--- config.mk ---
export PLATFORM = sky130hd
export DESIGN_NAME = data_rate_divider_converter_top_flat
export DESIGN_NICKNAME = d
export VERILOG_FILES = /design/src/design/drdc_pkg.sv /design/src/design/drdc_if.sv /design/src/design/data_rate_divider_converter_top.sv /design/src/design/drdc_cell.sv /design/src/flat_wrapper.sv
export SDC_FILE = /design/constraint.sdc
export NUM_CORES = 2
export LEC_CHECK = 0
export BUFFER_PORTS_ARGS = -buffer_cell sky130_fd_sc_hd__clkbuf_2
export CELL_PAD_IN_SITES_DETAIL_PLACEMENT = 0
export CELL_PAD_IN_SITES_GLOBAL_PLACEMENT = 1
export CORE_ASPECT_RATIO = 0.8
export CORE_MARGIN = 1
export CORE_UTILIZATION = 55
export CTS_BUF_LIST = sky130_fd_sc_hd__clkbuf_8
export DETAILED_ROUTE_END_ITERATION = 10
export GPL_TIMING_DRIVEN = 0
export PLACE_DENSITY_LB_ADDON = 0.1
export SLEW_MARGIN = 20
export SYNTH_ARGS = -nofsm -noshare
export SYNTH_HDL_FRONTEND = slang
export SYNTH_SLANG_ARGS = --single-unit
export TNS_END_PERCENT = 20
--- constraint.sdc ---
create_clock -name i_clk -period 9.5 [get_ports i_clk]
set_input_delay 0.95 -clock i_clk [delete_from_list [all_inputs] [get_ports i_clk]]
set_output_delay 0.95 -clock i_clk [all_outputs]
set_load 0.02 [all_outputs]
--- src/design/drdc_pkg.sv ---
package drdc_pkg;

    // Field widths
    localparam int ReqTypeW = 1;
    localparam int BitRateW = 17;
    localparam int WordW    = 8;
    localparam int DivOutW  = 8;
    localparam int RateOutW = 19;

    // Divider datapath widths
    localparam int DvdW = 20;                 // dividend, also quotient width
    localparam int DsrW = 17;                 // divisor
    localparam int RemW = DsrW;               // partial remainder stays below divisor
    localparam int NumCells = DvdW;           // one quotient bit per cell

    // Rate constants
    localparam int BaseClock  = 20000000;
    localparam int BaseDiv    = 29;
    localparam int BaseRate   = BaseClock / BaseDiv;  // 689655
    localparam int PrescaleDv = 8;
    localparam int SlowRate   = BaseRate / PrescaleDv; // 86206
    localparam int RateMin    = 600;
    localparam int RateMax    = 115200;
    localparam int RateSplit  = 4800;
    localparam int PrescaleSh = 7;

    // Request codes
    localparam logic [ReqTypeW-1:0] ReqFwd = 1'b0;
    localparam logic [ReqTypeW-1:0] ReqRev = 1'b1;

    typedef struct packed {
        logic [ReqTypeW-1:0] req_type;
        logic                cs;     // prescaler select
        logic                oor;    // forward rate out of range
        logic [DsrW-1:0]     dsr;
        logic [DvdW-1:0]     dvd;    // dividend bits not yet consumed, MSB first
        logic [RemW-1:0]     rem;
        logic [DvdW-1:0]     quo;
    } t_lane;

    typedef struct packed {
        logic [DivOutW-1:0]  divider_out;
        logic [RateOutW-1:0] rate_out;
        logic                out_of_range;
    } t_res;

    // Set up dividend and divisor for either direction
    function automatic t_lane drdc_prep(
        input logic [ReqTypeW-1:0] req_type,
        input logic [BitRateW-1:0] bit_rate,
        input logic [WordW-1:0]    divider_word
    );
        t_lane l;
        logic  slow;
        logic  bad;
        l          = '0;
        l.req_type = req_type;
        if (req_type == ReqFwd) begin
            slow  = bit_rate < BitRateW'(RateSplit);
            bad   = (bit_rate < BitRateW'(RateMin)) || (bit_rate > BitRateW'(RateMax));
            l.cs  = slow;
            l.oor = bad;
            l.dvd = slow ? DvdW'(SlowRate) : DvdW'(BaseRate);
            // keep the divisor nonzero when the rate is rejected anyway
            l.dsr = bad ? DsrW'(1) : DsrW'(bit_rate);
        end else begin
            l.cs  = divider_word[PrescaleSh];
            l.oor = 1'b0;
            l.dvd = DvdW'(BaseRate);
            l.dsr = DsrW'(divider_word[PrescaleSh-1:0]) + DsrW'(1);
        end
        return l;
    endfunction

    // Turn the finished quotient into the result fields
    function automatic t_res drdc_post(input t_lane l);
        t_res             r;
        logic [DvdW-1:0]  shq;
        logic [DvdW:0]    sum;
        r   = '0;
        shq = l.cs ? (l.quo >> 3) : l.quo;
        sum = {1'b0, shq} + (DvdW+1)'(1);
        if (l.req_type == ReqFwd) begin
            if (l.oor) begin
                r.out_of_range = 1'b1;
            end else begin
                // quotient is at most 143, so half of it fits in seven bits
                r.divider_out = {l.cs, l.quo[PrescaleSh:1]};
            end
        end else begin
            r.rate_out = sum[RateOutW:1];
        end
        return r;
    endfunction

endpackage

--- src/design/drdc_if.sv ---
interface drdc_in_if;
    import drdc_pkg::*;

    logic                valid;
    logic                ready;
    logic [ReqTypeW-1:0] req_type;
    logic [BitRateW-1:0] bit_rate;
    logic [WordW-1:0]    divider_word;

    modport source (output valid, output req_type, output bit_rate, output divider_word,
                    input ready);
    modport sink   (input valid, input req_type, input bit_rate, input divider_word,
                    output ready);
endinterface

interface drdc_out_if;
    import drdc_pkg::*;

    logic                valid;
    logic                ready;
    logic [DivOutW-1:0]  divider_out;
    logic [RateOutW-1:0] rate_out;
    logic                out_of_range;

    modport source (output valid, output divider_out, output rate_out, output out_of_range,
                    input ready);
    modport sink   (input valid, input divider_out, input rate_out, input out_of_range,
                    output ready);
endinterface

--- src/design/data_rate_divider_converter_top.sv ---
// Data rate word converter. Each request either turns a bit rate (bits per
// second) into the 8-bit data rate word, or a data rate word back into a bit
// rate; req_type picks the direction per request. Forward: rates outside
// 600..115200 give word 0 with out_of_range set; rates below 4800 select the
// prescaler (bit 7) and the divider is floor(floor(689655/8 or 1)/rate)/2.
// Reverse: rate = (floor(floor(689655/(R+1)) / 8 or 1) + 1) / 2. Unused
// result fields read 0. Throughput is one request per clock while the output
// is not stalled; each request passes through a chain of 20 divider cells,
// each of which resolves one quotient bit of its 20-bit restoring division.
// Each cell can stall on its own, so the chain keeps taking requests while
// bubbles remain, even when a finished result waits on the output.
module data_rate_divider_converter_top (
    input  logic       i_clk,
    input  logic       i_rst_n,
    drdc_in_if.sink    i_req,
    drdc_out_if.source o_res
);
    import drdc_pkg::*;

    t_lane lane  [0:NumCells];
    logic  valid [0:NumCells];
    logic  ready [0:NumCells];
    t_res  res;

    // operands are set up on the way into the first cell
    assign lane[0]     = drdc_prep(i_req.req_type, i_req.bit_rate, i_req.divider_word);
    assign valid[0]    = i_req.valid;
    assign i_req.ready = ready[0];

    // division chain, MSB of the quotient first
    for (genvar k = 0; k < NumCells; k++) begin : g_cell
        drdc_cell u_cell (
            .i_clk   (i_clk),
            .i_rst_n (i_rst_n),
            .i_valid (valid[k]),
            .i_lane  (lane[k]),
            .o_ready (ready[k]),
            .o_valid (valid[k+1]),
            .o_lane  (lane[k+1]),
            .i_ready (ready[k+1])
        );
    end

    // last cell register doubles as the output register
    assign ready[NumCells] = o_res.ready;
    assign res             = drdc_post(lane[NumCells]);

    assign o_res.valid        = valid[NumCells];
    assign o_res.divider_out  = res.divider_out;
    assign o_res.rate_out     = res.rate_out;
    assign o_res.out_of_range = res.out_of_range;

endmodule

--- src/design/drdc_cell.sv ---
module drdc_cell (
    input  logic             i_clk,
    input  logic             i_rst_n,
    input  logic             i_valid,
    input  drdc_pkg::t_lane  i_lane,
    output logic             o_ready,
    output logic             o_valid,
    output drdc_pkg::t_lane  o_lane,
    input  logic             i_ready
);
    import drdc_pkg::*;

    logic            r_valid;
    t_lane           r_lane;
    t_lane           n_lane;
    logic [RemW:0]   rem_sh;
    logic [RemW:0]   diff;
    logic            ge;

    // one restoring division step: bring down the next dividend bit
    assign rem_sh = {i_lane.rem, i_lane.dvd[DvdW-1]};
    assign diff   = rem_sh - {1'b0, i_lane.dsr};
    assign ge     = rem_sh >= {1'b0, i_lane.dsr};

    always_comb begin
        n_lane     = i_lane;
        n_lane.rem = ge ? diff[RemW-1:0] : rem_sh[RemW-1:0];
        n_lane.dvd = {i_lane.dvd[DvdW-2:0], 1'b0};
        n_lane.quo = {i_lane.quo[DvdW-2:0], ge};
    end

    assign o_ready = !r_valid || i_ready;

    always_ff @(posedge i_clk) begin
        if (!i_rst_n) begin
            r_valid <= 1'b0;
        end else if (o_ready) begin
            r_valid <= i_valid;
        end
    end

    always_ff @(posedge i_clk) begin
        if (o_ready && i_valid) begin
            r_lane <= n_lane;
        end
    end

    assign o_valid = r_valid;
    assign o_lane  = r_lane;

endmodule

--- src/flat_wrapper.sv ---
// flat-port wrapper written by rule: the top's interface ports become plain ports
module data_rate_divider_converter_top_flat import drdc_pkg::*;
  (i_clk, i_rst_n, i_req_valid, i_req_req_type, i_req_bit_rate, i_req_divider_word, i_req_ready, o_res_valid, o_res_divider_out, o_res_rate_out, o_res_out_of_range, o_res_ready);
  drdc_in_if i_req_i ();
  drdc_out_if o_res_i ();
  input  logic i_clk;
  input  logic i_rst_n;
  input wire logic [$bits(i_req_i.valid)-1:0] i_req_valid;
  input wire logic [$bits(i_req_i.req_type)-1:0] i_req_req_type;
  input wire logic [$bits(i_req_i.bit_rate)-1:0] i_req_bit_rate;
  input wire logic [$bits(i_req_i.divider_word)-1:0] i_req_divider_word;
  output wire logic [$bits(i_req_i.ready)-1:0] i_req_ready;
  output wire logic [$bits(o_res_i.valid)-1:0] o_res_valid;
  output wire logic [$bits(o_res_i.divider_out)-1:0] o_res_divider_out;
  output wire logic [$bits(o_res_i.rate_out)-1:0] o_res_rate_out;
  output wire logic [$bits(o_res_i.out_of_range)-1:0] o_res_out_of_range;
  input wire logic [$bits(o_res_i.ready)-1:0] o_res_ready;
  assign i_req_i.valid = i_req_valid;
  assign i_req_i.req_type = i_req_req_type;
  assign i_req_i.bit_rate = i_req_bit_rate;
  assign i_req_i.divider_word = i_req_divider_word;
  assign i_req_ready = i_req_i.ready;
  assign o_res_valid = o_res_i.valid;
  assign o_res_divider_out = o_res_i.divider_out;
  assign o_res_rate_out = o_res_i.rate_out;
  assign o_res_out_of_range = o_res_i.out_of_range;
  assign o_res_i.ready = o_res_ready;
  data_rate_divider_converter_top u_core (.i_clk(i_clk), .i_rst_n(i_rst_n), .i_req(i_req_i), .o_res(o_res_i));
endmodule
==> metrics.log <==
INFO  metric route.detailed.drc = 0
INFO  metric cts-buffers-inserted = ~150
INFO  metric chipWidth = roughly 330 µm
INFO  metric max_slew.worst_pin.slew = 1140 ps
INFO  metric synth_enable_flop_cells = ~950
INFO  metric grt.total_usage = ~23%
INFO  metric grt_start_max_net_pins = 45
INFO  metric crit_path_cell_trace = and4b_1 -> and3_1 -> nand3_1 -> nor3_1 -> and3_1 -> and2_1 -> nand2_1 -> clkbuf_2
INFO  metric grt_overflow = 0
INFO  metric clock.fmax = 0.211 GHz
INFO  metric drt-initial-drc-count = 2164
INFO  metric timing.critical_path.to_type = primary output
INFO  metric placement_rows = 97
INFO  metric vdd_drop_max = 0.0961 mV
INFO  metric design.final.nets = ~4600
INFO  metric clk_pin_slew_worst_paths = ~70 ps
INFO  metric pwr_density_cell = 156 nW/µm²
INFO  metric ys.warnings.count = 0
INFO  metric per_cell_via_count_in_the_routed_design = 5.54
INFO  metric cts-root-to-sink-buffers = 3
INFO  metric worstSetupPathDepth = 8
INFO  metric wire_length_of_the_first_global_routing_pass = ~160000 µm
INFO  metric cp-start-kind = flip-flop
INFO  metric synth_seq_cells = a little under 1000
INFO  metric synth_unique_cells = 81
INFO  metric slew-limit-headroom = a little under a quarter
INFO  metric rsz0062_at_grt = no
INFO  metric timing.rr.end = u_core.g_cell[13].u_cell.o_lane[32]$_DFFE_PP_
INFO  metric worst_clock_skew = about 40 ps
INFO  metric crit_path_max_fanout = 6
INFO  metric die_h = roughly 270 µm
INFO  metric layout_min_cycle_time = 4750 ps
INFO  metric timing_endpoint_of_the_critical_path = i_req_ready
INFO  metric die_area = 89900 µm²
INFO  metric most-common-layout-cells = 951 x sky130_fd_sc_hd__edfxtp_1, 448 x sky130_fd_sc_hd__inv_1, 322 x sky130_fd_sc_hd__ha_1
INFO  metric status = complete, no violations
INFO  metric synth_fp_nets = 4315
INFO  metric crit_family = simple AND/OR/NAND/NOR gates
INFO  metric critical_path.n_buffers_inverters = 1
INFO  metric start_util = roughly 56%
INFO  metric critical-path-top-cell-by-count = sky130_fd_sc_hd__and3_1
INFO  metric drt_pass1_iterations = 5
INFO  metric number_of_antenna_violations_at_the_first_check_in_global_routing = 2
INFO  metric r2r_cells = 12
INFO  metric synth_top_flop_cell = sky130_fd_sc_hd__edfxtp_1
INFO  metric netlist.top_cell.by_area = sky130_fd_sc_hd__edfxtp_1
INFO  metric maxCapViolations = 0
INFO  metric timing.hold.worst.class = reg2reg
INFO  metric cts_setup_buffers = 0
INFO  metric synth_async_sr_flop_share = 0%
INFO  metric syn_avg_cell_area = around 12 µm²
INFO  metric netlist.area_leader.share = slightly below 60%
INFO  metric r2r_slack = approximately 5200 ps
INFO  metric tns = 0 ps
INFO  metric post-dp-hpwl = around 77000 µm
INFO  metric clock-sinks = approximately 970
INFO  metric whs = 407 ps
INFO  metric final_replace_weighted_congestion = 0.898
INFO  metric area_growth_synth_to_finish = 11.7%
INFO  metric post_drt_wl_per_cell = about 19 µm
INFO  metric share_of_final_layout_standard_cells_stronger_than_drive_strength_1 = between 10% and 20%
INFO  metric clockRootBuffer = sky130_fd_sc_hd__clkbuf_8
INFO  metric ys_seq_area_share = about 60%
INFO  metric worstSkewPairLatency = roughly 800 ps
INFO  metric arrival = ~3800 ps
INFO  metric post_cts.resized_instances = 0
INFO  metric p_leak = between 0.02 and 0.025 µW
INFO  metric crit_path_top_delay_cell = sky130_fd_sc_hd__nor3_1
INFO  metric cts_hold_buf = 0
INFO  metric critical_path_required = roughly 8600 ps
INFO  metric critical_path.reg2reg.startpoint = u_core.g_cell[12].u_cell.o_lane[50]$_DFFE_PP_
INFO  metric tcrit_tclk_final = approximately 50%
INFO  metric leading_post_synthesis_cells_by_cell_area = sky130_fd_sc_hd__edfxtp_1 59%, sky130_fd_sc_hd__ha_1 8.3%, sky130_fd_sc_hd__inv_1 3.2%
INFO  metric finalSetupViolCount = 0
INFO  metric critical_path_class = reg2out
INFO  metric num_vias = a little over 30000
INFO  metric vias_in_the_first_global_route = about 29000
INFO  metric cts_tree = yes
INFO  metric io_pins = 60
INFO  metric most_common_cell_after_layout_fill_and_taps_aside = sky130_fd_sc_hd__edfxtp_1
INFO  metric port_buffers = between 50 and 60
INFO  metric ant_nets = 0
INFO  metric drt-total-wl = just over 100000 µm
INFO  metric slew_viol_final = 0
INFO  metric fill_cells = about 6900
INFO  metric finalHoldViolCount = 0
INFO  metric syn-cell-area = slightly below 50000 µm²
INFO  metric critical-path-max-stage-delay = roughly 510 ps
INFO  metric placeableCoreArea = 87600 µm²
INFO  metric synthesized_instance_count = about 3900
INFO  metric setup_crit_start = u_core.g_cell[18].u_cell.o_valid$_SDFFE_PN0P_
INFO  metric h-tree-depth = 4
==> metal layers <==
metal  vias to the layer above  share of wire, %  track usage, %
li1                      15100                 -               -
met1                     14500                50            35.3
met2                       805                42            32.9
met3                       148               6.3            4.55
met4                         0               1.9            6.11
met5                         -                 0               0
==> sequential cells by signal, indices dropped and copies added (netlist names) <==
signal                        cells
u_core.g_cell.u_cell.o_valid     20
u_core.g_cell.u_cell.o_lane     951
==> final cells by class <==
class,count,area [µm²],share of cell area [%]
sequential,971,29000,53.1
multi-input combinational,2495,18200,33.4
clock buffer,156,2150,3.94
inverter,417,1570,2.87
tap,1188,1490,2.73
timing repair buffer,88,1040,1.90
clock inverter,121,861,1.58
buffer,62,259,0.475
antenna,2,5.00,0.00918
==> per-stage QoR <==
stage                     util (%)  power (µW)  cells  instance area [µm²]  setup slack, ps
after floorplan                  -        5040   3945                48800             3470
after global placement        57.7        5120   5191                50600             1150
after detailed placement      58.8        5130   5221                51500             4960
after CTS                     62.2        8630   5498                54500             4660
after global routing          62.2        8830   5500                54500             4420
final                         62.2        8520   5500                54500             4750
==> power breakdown <==
part	total (µW)	switching, µW	internal [µW]
logic	328	185	143
registers	4720	21.4	4700
clock network	3480	1670	1810
==> synthesized netlist by cell type, types with 47 or more instances <==
library cell / instances
sky130_fd_sc_hd__edfxtp_1: 951
sky130_fd_sc_hd__xor2_1: 104
sky130_fd_sc_hd__xnor2_1: 125
sky130_fd_sc_hd__nor2_1: 236
sky130_fd_sc_hd__o21a_1: 72
sky130_fd_sc_hd__inv_1: 416
sky130_fd_sc_hd__nor3_1: 69
sky130_fd_sc_hd__nand2_1: 218
sky130_fd_sc_hd__a21o_1: 59
sky130_fd_sc_hd__nand4_1: 54
sky130_fd_sc_hd__nor2b_1: 63
sky130_fd_sc_hd__ha_1: 322
sky130_fd_sc_hd__a21oi_1: 295
sky130_fd_sc_hd__o21ai_0: 193
sky130_fd_sc_hd__clkbuf_1: 54
sky130_fd_sc_hd__nand3_1: 47
sky130_fd_sc_hd__mux2_2: 112
==> logic make-up after synthesis <==
group	synth area share [%]
AOI/OAI and AO/OA	11.4
xor gates and xnor gates	4.11
adders and majority gates	9.00
buffers and inverters	3.74
DFF	59.4
muxes	3.38
and+or+nand+nor	9.04
==> how the worst min path moves through the flow <==
stage / endpoint / cells past startpoint / startpoint / slack (ps)
5_1_grt: u_core.g_cell[0].u_cell.o_lane[76]$_DFFE_PP_ / 1 / i_req_req_type / 400
3_3_place_gp: u_core.g_cell[6].u_cell.o_lane[75]$_DFFE_PP_ / 0 / u_core.g_cell[5].u_cell.o_lane[75]$_DFFE_PP_ / 400
2_1_floorplan: u_core.g_cell[10].u_cell.o_lane[10]$_DFFE_PP_ / 0 / u_core.g_cell[9].u_cell.o_lane[9]$_DFFE_PP_ / 400
4_1_cts: u_core.g_cell[0].u_cell.o_lane[76]$_DFFE_PP_ / 1 / i_req_req_type / 370
6_report: u_core.g_cell[17].u_cell.o_lane[7]$_DFFE_PP_ / 0 / u_core.g_cell[16].u_cell.o_lane[6]$_DFFE_PP_ / 410
3_5_place_dp: u_core.g_cell[10].u_cell.o_lane[4]$_DFFE_PP_ / 0 / u_core.g_cell[9].u_cell.o_lane[3]$_DFFE_PP_ / 400
==> worst register-to-register path, delay by kind of cell, from the launching register on <==
| family | cells | cell delay [ps] |
|---|---|---|
| AO/OA/AOI/OAI | 6 | 1360 |
| flip-flops | 1 | 500 |
| buffers and inverters | 3 | 1280 |
| adder cells (fa/ha/maj) | 2 | 640 |
| AND/OR/NAND/NOR | 1 | 170 |
Note: power is estimated with default switching activity, not from simulation.
